File: config.mk
export PLATFORM = sky130hd
export DESIGN_NAME = indexed_list_insert_delete_unit
export DESIGN_NICKNAME = d
export VERILOG_FILES = /design/src/rtl/ilid_pkg.sv /design/src/rtl/ilid_store.sv /design/src/rtl/indexed_list_insert_delete_unit.sv
export SDC_FILE = /design/constraint.sdc
export NUM_CORES = 1
export LEC_CHECK = 0
export ABC_AREA = 1
export ABC_CLOCK_PERIOD_IN_PS = 7600
export BUFFER_PORTS_ARGS = -buffer_cell sky130_fd_sc_hd__buf_2
export CELL_PAD_IN_SITES_DETAIL_PLACEMENT = 0
export CELL_PAD_IN_SITES_GLOBAL_PLACEMENT = 2
export CORE_UTILIZATION = 35
export DETAILED_ROUTE_END_ITERATION = 12
export PLACE_DENSITY = 0.73
export SLEW_MARGIN = 20
export SYNTH_ARGS = -nofsm -noshare
export SYNTH_HDL_FRONTEND = slang
export SYNTH_SLANG_ARGS = --single-unit
export TNS_END_PERCENT = 100
File: constraint.sdc
create_clock -name clk -period 7.6 [get_ports clk]
set_clock_uncertainty 0.15 [all_clocks]
set_input_delay 1.52 -clock clk [delete_from_list [all_inputs] [get_ports clk]]
set_output_delay 1.52 -clock clk [all_outputs]
set_load 0.05 [all_outputs]
File: src/rtl/ilid_pkg.sv
// Shared widths, command codes and status codes for the indexed list unit.
`default_nettype none

package ilid_pkg;

    // Field widths of the item and result channels
    localparam int DATA_W = 32;
    localparam int CMD_W  = 3;
    localparam int POS_W  = 5;
    localparam int CNT_W  = 5;
    localparam int ST_W   = 2;

    // Command codes
    localparam logic [CMD_W-1:0] CMD_APPEND = 3'd0;
    localparam logic [CMD_W-1:0] CMD_INSERT = 3'd1;
    localparam logic [CMD_W-1:0] CMD_DELETE = 3'd2;
    localparam logic [CMD_W-1:0] CMD_POP    = 3'd3;
    localparam logic [CMD_W-1:0] CMD_READ   = 3'd4;

    // Status codes
    localparam logic [ST_W-1:0] ST_OK   = 2'd0;
    localparam logic [ST_W-1:0] ST_FULL = 2'd1;
    localparam logic [ST_W-1:0] ST_BAD  = 2'd2;

    typedef logic signed [DATA_W-1:0] data_t;

endpackage

`default_nettype wire

File: src/rtl/ilid_store.sv
// Element store: one write port, one read port with registered read data.
`default_nettype none

module ilid_store #(
    parameter int DEPTH = 16,
    localparam int AW = $clog2(DEPTH)
) (
    input  wire logic           clk,
    input  wire logic           wr_en,
    input  wire logic [AW-1:0]  wr_addr,
    input  wire ilid_pkg::data_t wr_data,
    input  wire logic           rd_en,
    input  wire logic [AW-1:0]  rd_addr,
    output ilid_pkg::data_t     rd_data
);

    ilid_pkg::data_t mem_reg [DEPTH];
    ilid_pkg::data_t rd_data_reg;

    // Write one entry and read one entry per cycle
    always_ff @(posedge clk)
    begin
        if (wr_en)
        begin
            mem_reg[wr_addr] <= wr_data;
        end
        if (rd_en)
        begin
            rd_data_reg <= mem_reg[rd_addr];
        end
    end

    assign rd_data = rd_data_reg;

endmodule

`default_nettype wire

File: src/rtl/indexed_list_insert_delete_unit.sv
// Append, remove last, insert at p = count, delete at p = count - 1, rejected and unused
// commands have the result registered at the accept edge. Read passes through S_READ.
// Insert at p < count goes S_MOVE, S_FLUSH, S_PUT; delete at p < count - 1 S_MOVE, S_FLUSH.
// Items are taken one at a time; insert and delete move one entry per cycle through the
// single store read port, and a held result stalls the next item until it is taken.
// Reset clears the count, the sequencer and the result slot; the store is not cleared.
`default_nettype none

module indexed_list_insert_delete_unit #(
    parameter int DEPTH = 16
) (
    input  wire logic                           clk,
    input  wire logic                           rst_n,
    input  wire logic                           in_valid,
    output logic                                in_stall,
    input  wire logic [ilid_pkg::CMD_W-1:0]     cmd,
    input  wire logic [ilid_pkg::POS_W-1:0]     position,
    input  wire logic signed [ilid_pkg::DATA_W-1:0] elem_value,
    output logic                                out_valid,
    input  wire logic                           out_stall,
    output logic signed [ilid_pkg::DATA_W-1:0]  read_value,
    output logic [ilid_pkg::CNT_W-1:0]          count,
    output logic [ilid_pkg::ST_W-1:0]           status
);

    localparam int AW = $clog2(DEPTH);
    localparam int CW = $clog2(DEPTH + 1);
    localparam int XW = (CW > ilid_pkg::POS_W) ? CW : ilid_pkg::POS_W;

    typedef enum logic [4:0] {
        S_IDLE  = 5'b00001,
        S_MOVE  = 5'b00010,
        S_FLUSH = 5'b00100,
        S_PUT   = 5'b01000,
        S_READ  = 5'b10000
    } state_t;

    // Control state
    state_t               state_reg, state_next;
    logic [CW-1:0]        cnt_reg, cnt_next;
    logic                 pend_reg, pend_next;
    logic                 out_valid_reg, out_valid_next;

    // Sequencer payload
    logic [AW-1:0]        idx_reg, idx_next;
    logic [AW-1:0]        prev_reg, prev_next;
    logic [AW-1:0]        wa_reg, wa_next;
    logic [AW-1:0]        end_reg, end_next;
    logic [AW-1:0]        pos_reg, pos_next;
    logic                 ins_reg, ins_next;
    ilid_pkg::data_t      val_reg, val_next;

    // Result slot payload
    ilid_pkg::data_t               rv_reg, rv_next;
    logic [ilid_pkg::CNT_W-1:0]    cnt_out_reg, cnt_out_next;
    logic [ilid_pkg::ST_W-1:0]     st_reg, st_next;

    // Store port
    logic                 wr_en;
    logic [AW-1:0]        wr_addr;
    ilid_pkg::data_t      wr_data;
    logic                 rd_en;
    logic [AW-1:0]        rd_addr;
    ilid_pkg::data_t      rd_data;

    // Decode helpers
    logic                 in_acc;
    logic                 done;
    logic                 full;
    logic [XW-1:0]        pos_x;
    logic [XW-1:0]        cnt_x;
    logic [CW-1:0]        cnt_m1;
    logic [AW-1:0]        cnt_a;
    logic [AW-1:0]        pos_a;
    logic [AW-1:0]        idx_step;

    ilid_store #(
        .DEPTH (DEPTH)
    ) u_store (
        .clk     (clk),
        .wr_en   (wr_en),
        .wr_addr (wr_addr),
        .wr_data (wr_data),
        .rd_en   (rd_en),
        .rd_addr (rd_addr),
        .rd_data (rd_data)
    );

    // Take a new item only in idle with the result slot free or draining
    assign in_stall = (state_reg != S_IDLE) || (out_valid_reg && out_stall);
    assign in_acc   = in_valid && !in_stall;

    assign full   = (cnt_reg == CW'(DEPTH));
    assign pos_x  = XW'(position);
    assign cnt_x  = XW'(cnt_reg);
    assign cnt_m1 = cnt_reg - CW'(1);
    assign cnt_a  = cnt_reg[AW-1:0];
    assign pos_a  = AW'(position);

    // Shared index stepper: walk down for insert, up for delete
    assign idx_step = ins_reg ? (idx_reg - AW'(1)) : (idx_reg + AW'(1));

    // Sequence commands and drive the store port
    always_comb
    begin
        state_next     = state_reg;
        cnt_next       = cnt_reg;
        pend_next      = pend_reg;
        out_valid_next = out_valid_reg && out_stall;
        idx_next       = idx_reg;
        prev_next      = prev_reg;
        wa_next        = wa_reg;
        end_next       = end_reg;
        pos_next       = pos_reg;
        ins_next       = ins_reg;
        val_next       = val_reg;
        rv_next        = rv_reg;
        cnt_out_next   = cnt_out_reg;
        st_next        = st_reg;
        wr_en          = 1'b0;
        wr_addr        = wa_reg;
        wr_data        = rd_data;
        rd_en          = 1'b0;
        rd_addr        = idx_reg;
        done           = 1'b0;

        unique case (state_reg)
            S_IDLE:
            begin
                if (in_acc)
                begin
                    pos_next = pos_a;
                    val_next = elem_value;
                    rv_next  = '0;
                    st_next  = ilid_pkg::ST_OK;
                    unique case (cmd)
                        ilid_pkg::CMD_APPEND:
                        begin
                            done = 1'b1;
                            if (full)
                            begin
                                st_next = ilid_pkg::ST_FULL;
                            end
                            else
                            begin
                                wr_en    = 1'b1;
                                wr_addr  = cnt_a;
                                wr_data  = elem_value;
                                cnt_next = cnt_reg + CW'(1);
                            end
                        end
                        ilid_pkg::CMD_INSERT:
                        begin
                            if (full)
                            begin
                                done    = 1'b1;
                                st_next = ilid_pkg::ST_FULL;
                            end
                            else if (pos_x > cnt_x)
                            begin
                                done    = 1'b1;
                                st_next = ilid_pkg::ST_BAD;
                            end
                            else if (pos_x == cnt_x)
                            begin
                                done     = 1'b1;
                                wr_en    = 1'b1;
                                wr_addr  = cnt_a;
                                wr_data  = elem_value;
                                cnt_next = cnt_reg + CW'(1);
                            end
                            else
                            begin
                                // shift entries up, top entry first
                                idx_next   = cnt_m1[AW-1:0];
                                prev_next  = cnt_a;
                                end_next   = pos_a;
                                ins_next   = 1'b1;
                                pend_next  = 1'b0;
                                state_next = S_MOVE;
                            end
                        end
                        ilid_pkg::CMD_DELETE:
                        begin
                            if (pos_x >= cnt_x)
                            begin
                                done    = 1'b1;
                                st_next = ilid_pkg::ST_BAD;
                            end
                            else if (pos_x == XW'(cnt_m1))
                            begin
                                done     = 1'b1;
                                cnt_next = cnt_m1;
                            end
                            else
                            begin
                                // shift entries down, lowest entry first
                                idx_next   = pos_a + AW'(1);
                                prev_next  = pos_a;
                                end_next   = cnt_m1[AW-1:0];
                                ins_next   = 1'b0;
                                pend_next  = 1'b0;
                                state_next = S_MOVE;
                            end
                        end
                        ilid_pkg::CMD_POP:
                        begin
                            done = 1'b1;
                            if (cnt_reg == '0)
                            begin
                                st_next = ilid_pkg::ST_BAD;
                            end
                            else
                            begin
                                cnt_next = cnt_m1;
                            end
                        end
                        ilid_pkg::CMD_READ:
                        begin
                            if (pos_x >= cnt_x)
                            begin
                                done    = 1'b1;
                                st_next = ilid_pkg::ST_BAD;
                            end
                            else
                            begin
                                rd_en      = 1'b1;
                                rd_addr    = pos_a;
                                state_next = S_READ;
                            end
                        end
                        default:
                        begin
                            done = 1'b1;
                        end
                    endcase
                end
            end
            S_MOVE:
            begin
                // read the next entry, write the entry from the previous read
                rd_en     = 1'b1;
                rd_addr   = idx_reg;
                wr_en     = pend_reg;
                wa_next   = prev_reg;
                prev_next = idx_reg;
                pend_next = 1'b1;
                if (idx_reg == end_reg)
                begin
                    state_next = S_FLUSH;
                end
                else
                begin
                    idx_next = idx_step;
                end
            end
            S_FLUSH:
            begin
                // write the last moved entry
                wr_en     = 1'b1;
                pend_next = 1'b0;
                if (ins_reg)
                begin
                    state_next = S_PUT;
                end
                else
                begin
                    cnt_next   = cnt_m1;
                    done       = 1'b1;
                    state_next = S_IDLE;
                end
            end
            S_PUT:
            begin
                // drop the new value into the opened slot
                wr_en      = 1'b1;
                wr_addr    = pos_reg;
                wr_data    = val_reg;
                cnt_next   = cnt_reg + CW'(1);
                done       = 1'b1;
                state_next = S_IDLE;
            end
            S_READ:
            begin
                rv_next    = rd_data;
                done       = 1'b1;
                state_next = S_IDLE;
            end
            default:
            begin
                state_next = S_IDLE;
            end
        endcase

        // Load the result slot
        if (done)
        begin
            out_valid_next = 1'b1;
            cnt_out_next   = ilid_pkg::CNT_W'(cnt_next);
        end
    end

    // Control registers
    always_ff @(posedge clk or negedge rst_n)
    begin
        if (!rst_n)
        begin
            state_reg     <= S_IDLE;
            cnt_reg       <= '0;
            pend_reg      <= 1'b0;
            out_valid_reg <= 1'b0;
        end
        else
        begin
            state_reg     <= state_next;
            cnt_reg       <= cnt_next;
            pend_reg      <= pend_next;
            out_valid_reg <= out_valid_next;
        end
    end

    // Payload registers
    always_ff @(posedge clk)
    begin
        idx_reg     <= idx_next;
        prev_reg    <= prev_next;
        wa_reg      <= wa_next;
        end_reg     <= end_next;
        pos_reg     <= pos_next;
        ins_reg     <= ins_next;
        val_reg     <= val_next;
        rv_reg      <= rv_next;
        cnt_out_reg <= cnt_out_next;
        st_reg      <= st_next;
    end

    assign out_valid  = out_valid_reg;
    assign read_value = rv_reg;
    assign count      = cnt_out_reg;
    assign status     = st_reg;

    // Count never passes the store depth
    a_cnt_range: assert property (@(posedge clk) disable iff (!rst_n)
        cnt_reg <= CW'(DEPTH))
        else $error("element count beyond depth");

    // Moves only touch entries inside the list
    a_move_in_list: assert property (@(posedge clk) disable iff (!rst_n)
        (state_reg == S_MOVE) |-> (CW'(idx_reg) < cnt_reg))
        else $error("move index outside the list");

    // A full flag goes out with a full count
    a_full_count: assert property (@(posedge clk) disable iff (!rst_n)
        (out_valid_reg && (st_reg == ilid_pkg::ST_FULL))
            |-> (cnt_out_reg == ilid_pkg::CNT_W'(DEPTH)))
        else $error("full status with count below depth");

    // Count moves by one and only together with a new result
    a_cnt_step: assert property (@(posedge clk) disable iff (!rst_n)
        (cnt_reg != $past(cnt_reg)) |-> (out_valid_reg &&
            ((cnt_reg == $past(cnt_reg) + CW'(1)) ||
             (cnt_reg == $past(cnt_reg) - CW'(1)))))
        else $error("count changed without a result");

endmodule

`default_nettype wire
=== Word level (Yosys, flattened, before mapping) ===
Memory sizes are Yosys's and may differ from the RTL's. A register that Yosys moved wholly into a read port is not among the register bits.
Index checks and enable logic that the tools add are counted.

* Memories kept: 1
* Bits in registers: 104
* Bits in writable memories: 512
* Input port bits: 44
* Output and inout port bits: 41
* Logic and storage cells: 179

{| class="wikitable"
|+ Memories
! memory !! depth !! bits a word !! rd ports !! clocked after Yosys merged registers in !! write ports !! RTL line !! text
|-
| u_store.mem_reg || 16 || 32 || 1 || 1 || 1 || ilid_store.sv:17 || <nowiki>ilid_pkg::data_t mem_reg [DEPTH];</nowiki>
|}

* Reductions and logical operators: 20
* Add/sub/neg operators: 5
* Order comparisons: 2
* Multiplexer cells: 107
* Equal/unequal tests: 30

{| class="wikitable"
|+ Operators with widths
! kind !! number
|-
| two-way mux 32 bit || 6
|-
| case mux 32 bit (2 select lines) || 3
|-
| two-way mux 4 bit || 29
|-
| two-way mux 5 bit || 17
|-
| case mux 4 bit (2 select lines) || 7
|-
| case mux 5 bit (3 select lines) || 3
|-
| two-way mux 1 bit || 28
|-
| AND reduction 8 bit || 3
|-
| case mux 5 bit (4 select lines) || 1
|-
| != test 3 bit (second input constant) || 6
|-
| AND reduction 9 bit || 2
|-
| != test 2 bit (second input constant) || 8
|-
| case mux 1 bit (3 select lines) || 4
|-
| == test 5 bit || 2
|-
| == test 5 bit (second input constant) || 2
|-
| adder 4 x 1 -> 4 bit (second input constant) || 2
|-
| two-way mux 2 bit || 4
|-
| case mux 1 bit (2 select lines) || 4
|-
| case mux 2 bit (4 select lines) || 1
|-
| == test 3 x 2 -> 1 bit (second input constant) || 2
|-
| nonzero test 2 bit || 3
|-
| OR reduction 2 bit || 3
|-
| adder 5 x 1 -> 5 bit (second input constant) || 1
|-
| == test 5 x 1 -> 1 bit (second input constant) || 1
|-
| other kinds (20) || 22
|}

=== Logic depth before layout (Yosys ltp) ===
* Depth after elaboration: 9
* Mapped depth: 19
* Gate-level depth less buffers: 16

=== By module ===
From an unflattened synthesis, not the netlist that was laid out.

* Cell total of the unflattened synthesis: 2792
* Area, all modules: 28807.6 um2

{| class="wikitable"
|+ Modules (own cells, without submodules)
! module !! cells an instance !! area an instance (um2) !! sequential area each (um2) !! instances
|-
| ilid_store || 2120 || 23064.6 || 16335.7 || 1
|-
| indexed_list_insert_delete_unit || 672 || 5743.0 || 3064.2 || 1
|}

=== Least setup slack after synthesis ===
OpenSTA, ideal clock, no wires.

* Kind: in2reg
* Start: input out_stall
* End: memory u_store.mem_reg[2][0] in the netlist's numbering (enable)
* Path buffers: 0
* Data required time: 7.029 ns
* Stages: 11
* Arrival time: 4.791 ns
* Path slack: 2.238 ns
* Library setup time: 0.421 ns
* Path through: nand2_1 -> nand4_4 -> nor2_8 -> nand3_1 -> nor3_2 -> nand3_1 -> nand2_1 -> inv_1 -> nand2_1 -> nand2_1 -> nor2_1

* Word-level cells in the longest chain between the ends: 8
* Elaborated cells between the ends (all ways): 10
* Those cells by class: 6 x mux; 4 x reduce/logical

{| class="wikitable"
|+ Ends and longest elaborated chain
! item !! RTL line !! text
|-
| start: declaration || indexed_list_insert_delete_unit.sv:20 || <nowiki>input wire logic out_stall,</nowiki>
|-
| logical AND 1 bit (*) || indexed_list_insert_delete_unit.sv:90 || <nowiki>assign in_stall = (state_reg != S_IDLE) || (out_valid_reg && out_stall);</nowiki>
|-
| logical OR 1 bit (*) || indexed_list_insert_delete_unit.sv:90 ||
|-
| named net in_stall || indexed_list_insert_delete_unit.sv:15 || <nowiki>output logic in_stall,</nowiki>
|-
| logical NOT 1 bit (*) || indexed_list_insert_delete_unit.sv:91 || <nowiki>assign in_acc = in_valid && !in_stall;</nowiki>
|-
| logical AND 1 bit (*) || indexed_list_insert_delete_unit.sv:91 ||
|-
| two-way mux 1 bit || indexed_list_insert_delete_unit.sv:130 || <nowiki>if (in_acc)</nowiki>
|-
| case mux 1 bit (3 select lines) || indexed_list_insert_delete_unit.sv:127 || <nowiki>unique case (state_reg)</nowiki>
|-
| two-way mux 1 bit || ilid_store.sv:23 || <nowiki>if (wr_en)</nowiki>
|-
| two-way mux 1 bit (not written as such) || ilid_store.sv:25 || <nowiki>mem_reg[wr_addr] <= wr_data;</nowiki>
|-
| end: declaration || ilid_store.sv:17 ||
|}

The timed path passes the listed nets; every way through them passes the cells marked *.

=== Worst setup path in the final report ===
* Start: input position[1] in the netlist's numbering
* End: register u_store.rd_data_reg[24], in the netlist u_store.rd_data[24] (read register of u_store.mem_reg) (data pin)

* Word-level cells in the longest chain between the ends: 5
* Elaborated cells between the ends (all ways): 9
* Those cells by class: 1 x order compare; 8 x mux

{| class="wikitable"
|+ Ends and longest elaborated chain
! item !! RTL line !! text
|-
| start: declaration || indexed_list_insert_delete_unit.sv:17 || <nowiki>input wire logic [ilid_pkg::POS_W-1:0] position,</nowiki>
|-
| greater-or-equal comparator 5 bit || indexed_list_insert_delete_unit.sv:220 || <nowiki>if (pos_x >= cnt_x)</nowiki>
|-
| two-way mux 1 bit / two-way mux 4 bit (equally long branches) || indexed_list_insert_delete_unit.sv:220 ||
|-
| two-way mux 1 bit / two-way mux 4 bit (equally long branches) || indexed_list_insert_delete_unit.sv:136 || <nowiki>unique case (cmd)</nowiki>
|-
| two-way mux 1 bit / two-way mux 4 bit (equally long branches) || indexed_list_insert_delete_unit.sv:130 ||
|-
| case mux 1 bit (2 select lines) / two-way mux 4 bit (equally long branches) || indexed_list_insert_delete_unit.sv:127 ||
|-
| end: declaration || ilid_store.sv:18 || <nowiki>ilid_pkg::data_t rd_data_reg;</nowiki>
|}

Several ways; a longest one is shown, not always the timed one.
A chain may end at the register's enable or synchronous reset.

==> flow_summary.toml <==
[run_status]
outcome = "completed"

[floorplan]
die_h_um = 291
die_area_um2 = 84900
ios = 85
core_area_um2 = 82500
dieWidth_um = 291
rows = 105
initial_utilization = 0.355

[critical_path]
r2r-end = "u_store.rd_data[24]"
worstPathMaxFanout = 113
required_ps = 7930
worstSetupPathType = "in2reg"
cp-endpoint = "u_store.rd_data[24]"
crit_cells = 16
arrival_ps = 5840
start_kind = "primary input"
cp_slowest_stage_delay_ps = 660
critPathBufInv = 3
crit_slowest_cell = "nand2_4"
r2r_cells = 16
critPathTopFamily = "simple AND/OR/NAND/NOR gates"
reg2reg_slack_ps = 2120
r2r-start = "cnt_reg[2]"
crit_chain = "buf_2, ha_1, nand2_1, nor2_1, nand2_2, inv_2, nor2_2, nand3_2, nand2_4, nand2_8, buf_4, nand2_1, nand3_1, nand3_1, nand3_1, nand2_1"
worstSetupEndpointType = "register"
crit_start = "position[1]"

[logic_synthesis]
synth_seq_cells = 648
synth_area_um2 = 29300
synth-xor-area-share = 0.00389
synth_mux_area_frac = 0
synth_warnings = 0
synth_seq_area_share = 0.662
synthTopCellsByCount = "edfxtp_1 (636), nand2_1 (568), nand3_1 (552)"
synth.distinct_cells = 42
synth_top_area_share = 0.652
synth_nets = 2828
synth_cells = 2773
synth_most_common_cell = "edfxtp_1"
syn_area_per_cell_um2 = 10.6
synth_flop_cell = "edfxtp_1"
synth_adder_area_share = 0.00495
synthArstFlopShare = 0.0185
synth-edff-count = 636
synth_top_family_by_area = "simple AND/OR/NAND/NOR gates"
synth.area.top_cells = "edfxtp_1 (65%), nand3_1 (9.4%), nand2_1 (7.3%)"
synth_top_cell_by_area = "edfxtp_1"
synth-simple-area-share = 0.213
synth-compound-area-share = 0.0237

[flow_run]
cap_violations = 0

[placement]
dp_cells = 3842
place_congestion = 0.844
hpwl_um = 48900
portBuffers = 84
place_ws_ps = 1530

[grt]
gr-total-overflow = 0
antenna_found_initial = 2
grt_usage = 0.205
grt_max_degree = 114
grt_pass1_wl_um = 131000
first_global_vias = 20100

[sta]
max_slew_margin = 0.228
min_period_ps = 5510
timing.fmax_mhz = 182
setup-violations-final = 0
setup_tns_ps = 0
hold_viol_final = 0
setup_ws_ps = 2090
post-route-period-util = 0.725
rsz0062_at_grt = "no"
worst_pin_slew_ps = 1150
slew_viol_final = 0

[clock_tree]
root_buffer = "clkbuf_16"
cts.path.max_buffers = 3
clock_sinks = 648
numCtsBuffers = 74
h-tree-depth = 3
clk_pin_slew_ps = 60
post-cts-setup-buffers = 0
clk_latency_ps = 610
cts_tree = "done"
cts_resized = 0
cts_hold_buf = 0

[power_and_ir_drop]
ir_drop_mv = 0.205
leakage_uw = 0.0136
powerDensity_nw_per_um2 = 368

[min_path]
hold_path_class = "reg2reg"
hold_start = "prev_reg[3]"

[layout]
stdcell_count = 3991
fin_util = 0.405
layout-drive-gt1-share = 0.108
diodes = 0
syn2layout_area_growth_pct = 14.0
fillers = 8025
final_nets = 2921
largest_reg_flops = 512

[routing]
via_count = 20100
wl_per_cell_um = 21.8
ant_nets = 0
routed_wl_um = 87100
dr.pass1.iters = 5
vias_per_cell = 5.02
drc = 0
first_iter_violations = 1780
-- where the power goes --
group          switching, uW  total, uW  internal (uW)
Clock                   1430       3500           2070
Combinational           3050       4070           1020
Sequential               112       4740           4630
Total                   4590      12300           7720
-- how the worst min path moves through the flow --
stage / endpoint / slack, ps / depth (start not counted)
final: wa_reg[3] / 270 / 0
after global routing: wa_reg[3] / 280 / 0
after CTS: wa_reg[3] / 270 / 0
after detailed placement: wa_reg[1] / 260 / 0
after global placement: wa_reg[1] / 250 / 0
after floorplan: wa_reg[0] / 250 / 0
-- cells by family (layout without fill, tap and decap cells) --
family,count (synthesis),in the layout
xor+xnor,13,13
simple gates,1339,1339
compound gates,108,108
flops,648,648
buf+inv,654,802
fa+ha+maj,11,11
-- through the flow --
step | total power (uW) | instance area [um2] | hold WS [ps]
after floorplan | 7490 | 29300 | 250
after global placement | 8820 | 30900 | 251
after detailed placement | 8870 | 31000 | 256
after CTS | 12400 | 33300 | 269
after global routing | 13000 | 33400 | 283
final | 12300 | 33400 | 268
-- metal layers --
layer  GRT usage  wire length (um)
met1       0.286             40200
met2       0.338             41000
met4      0.0526              1630
met3      0.0258              4280
met5           0                27
-- area by class of cell --
| class | count | area, um2 | area share |
|---|---|---|---|
| Sequential cell | 648 | 19400 | 0.580 |
| Multi-Input combinational cell | 1471 | 7390 | 0.221 |
| Clock buffer | 97 | 1980 | 0.0593 |
| Inverter | 509 | 1910 | 0.0572 |
| Tap cell | 1070 | 1340 | 0.0401 |
| Timing Repair Buffer | 162 | 1050 | 0.0313 |
| Clock inverter | 34 | 349 | 0.0104 |
-- cell usage in the layout (no fill, tap or decap), types with 7 or more instances in the layout --
cell type  synthesis  final
a21oi_1           23     23
buf_2             75     84
buf_4             11     59
bufinv_16          0      7
clkbuf_1          40     21
clkbuf_16          0     76
clkbuf_4           0     15
clkinv_1           1     17
dfrtp_1           11     11
edfxtp_1         636    636
ha_1              10     10
inv_1            500    499
inv_2              8      9
nand2_1          568    565
nand3_1          552    551
nand3b_1          96     96
nand4_1            7      7
nor2_1            81     65
nor2_2             7      7
nor2_4             2     18
nor3_1             8      8
o211ai_1          38     38
o21ai_0           26     26
o22ai_1            7      7
xor2_1             8      8
Note: power is estimated with default switching activity, not from simulation.
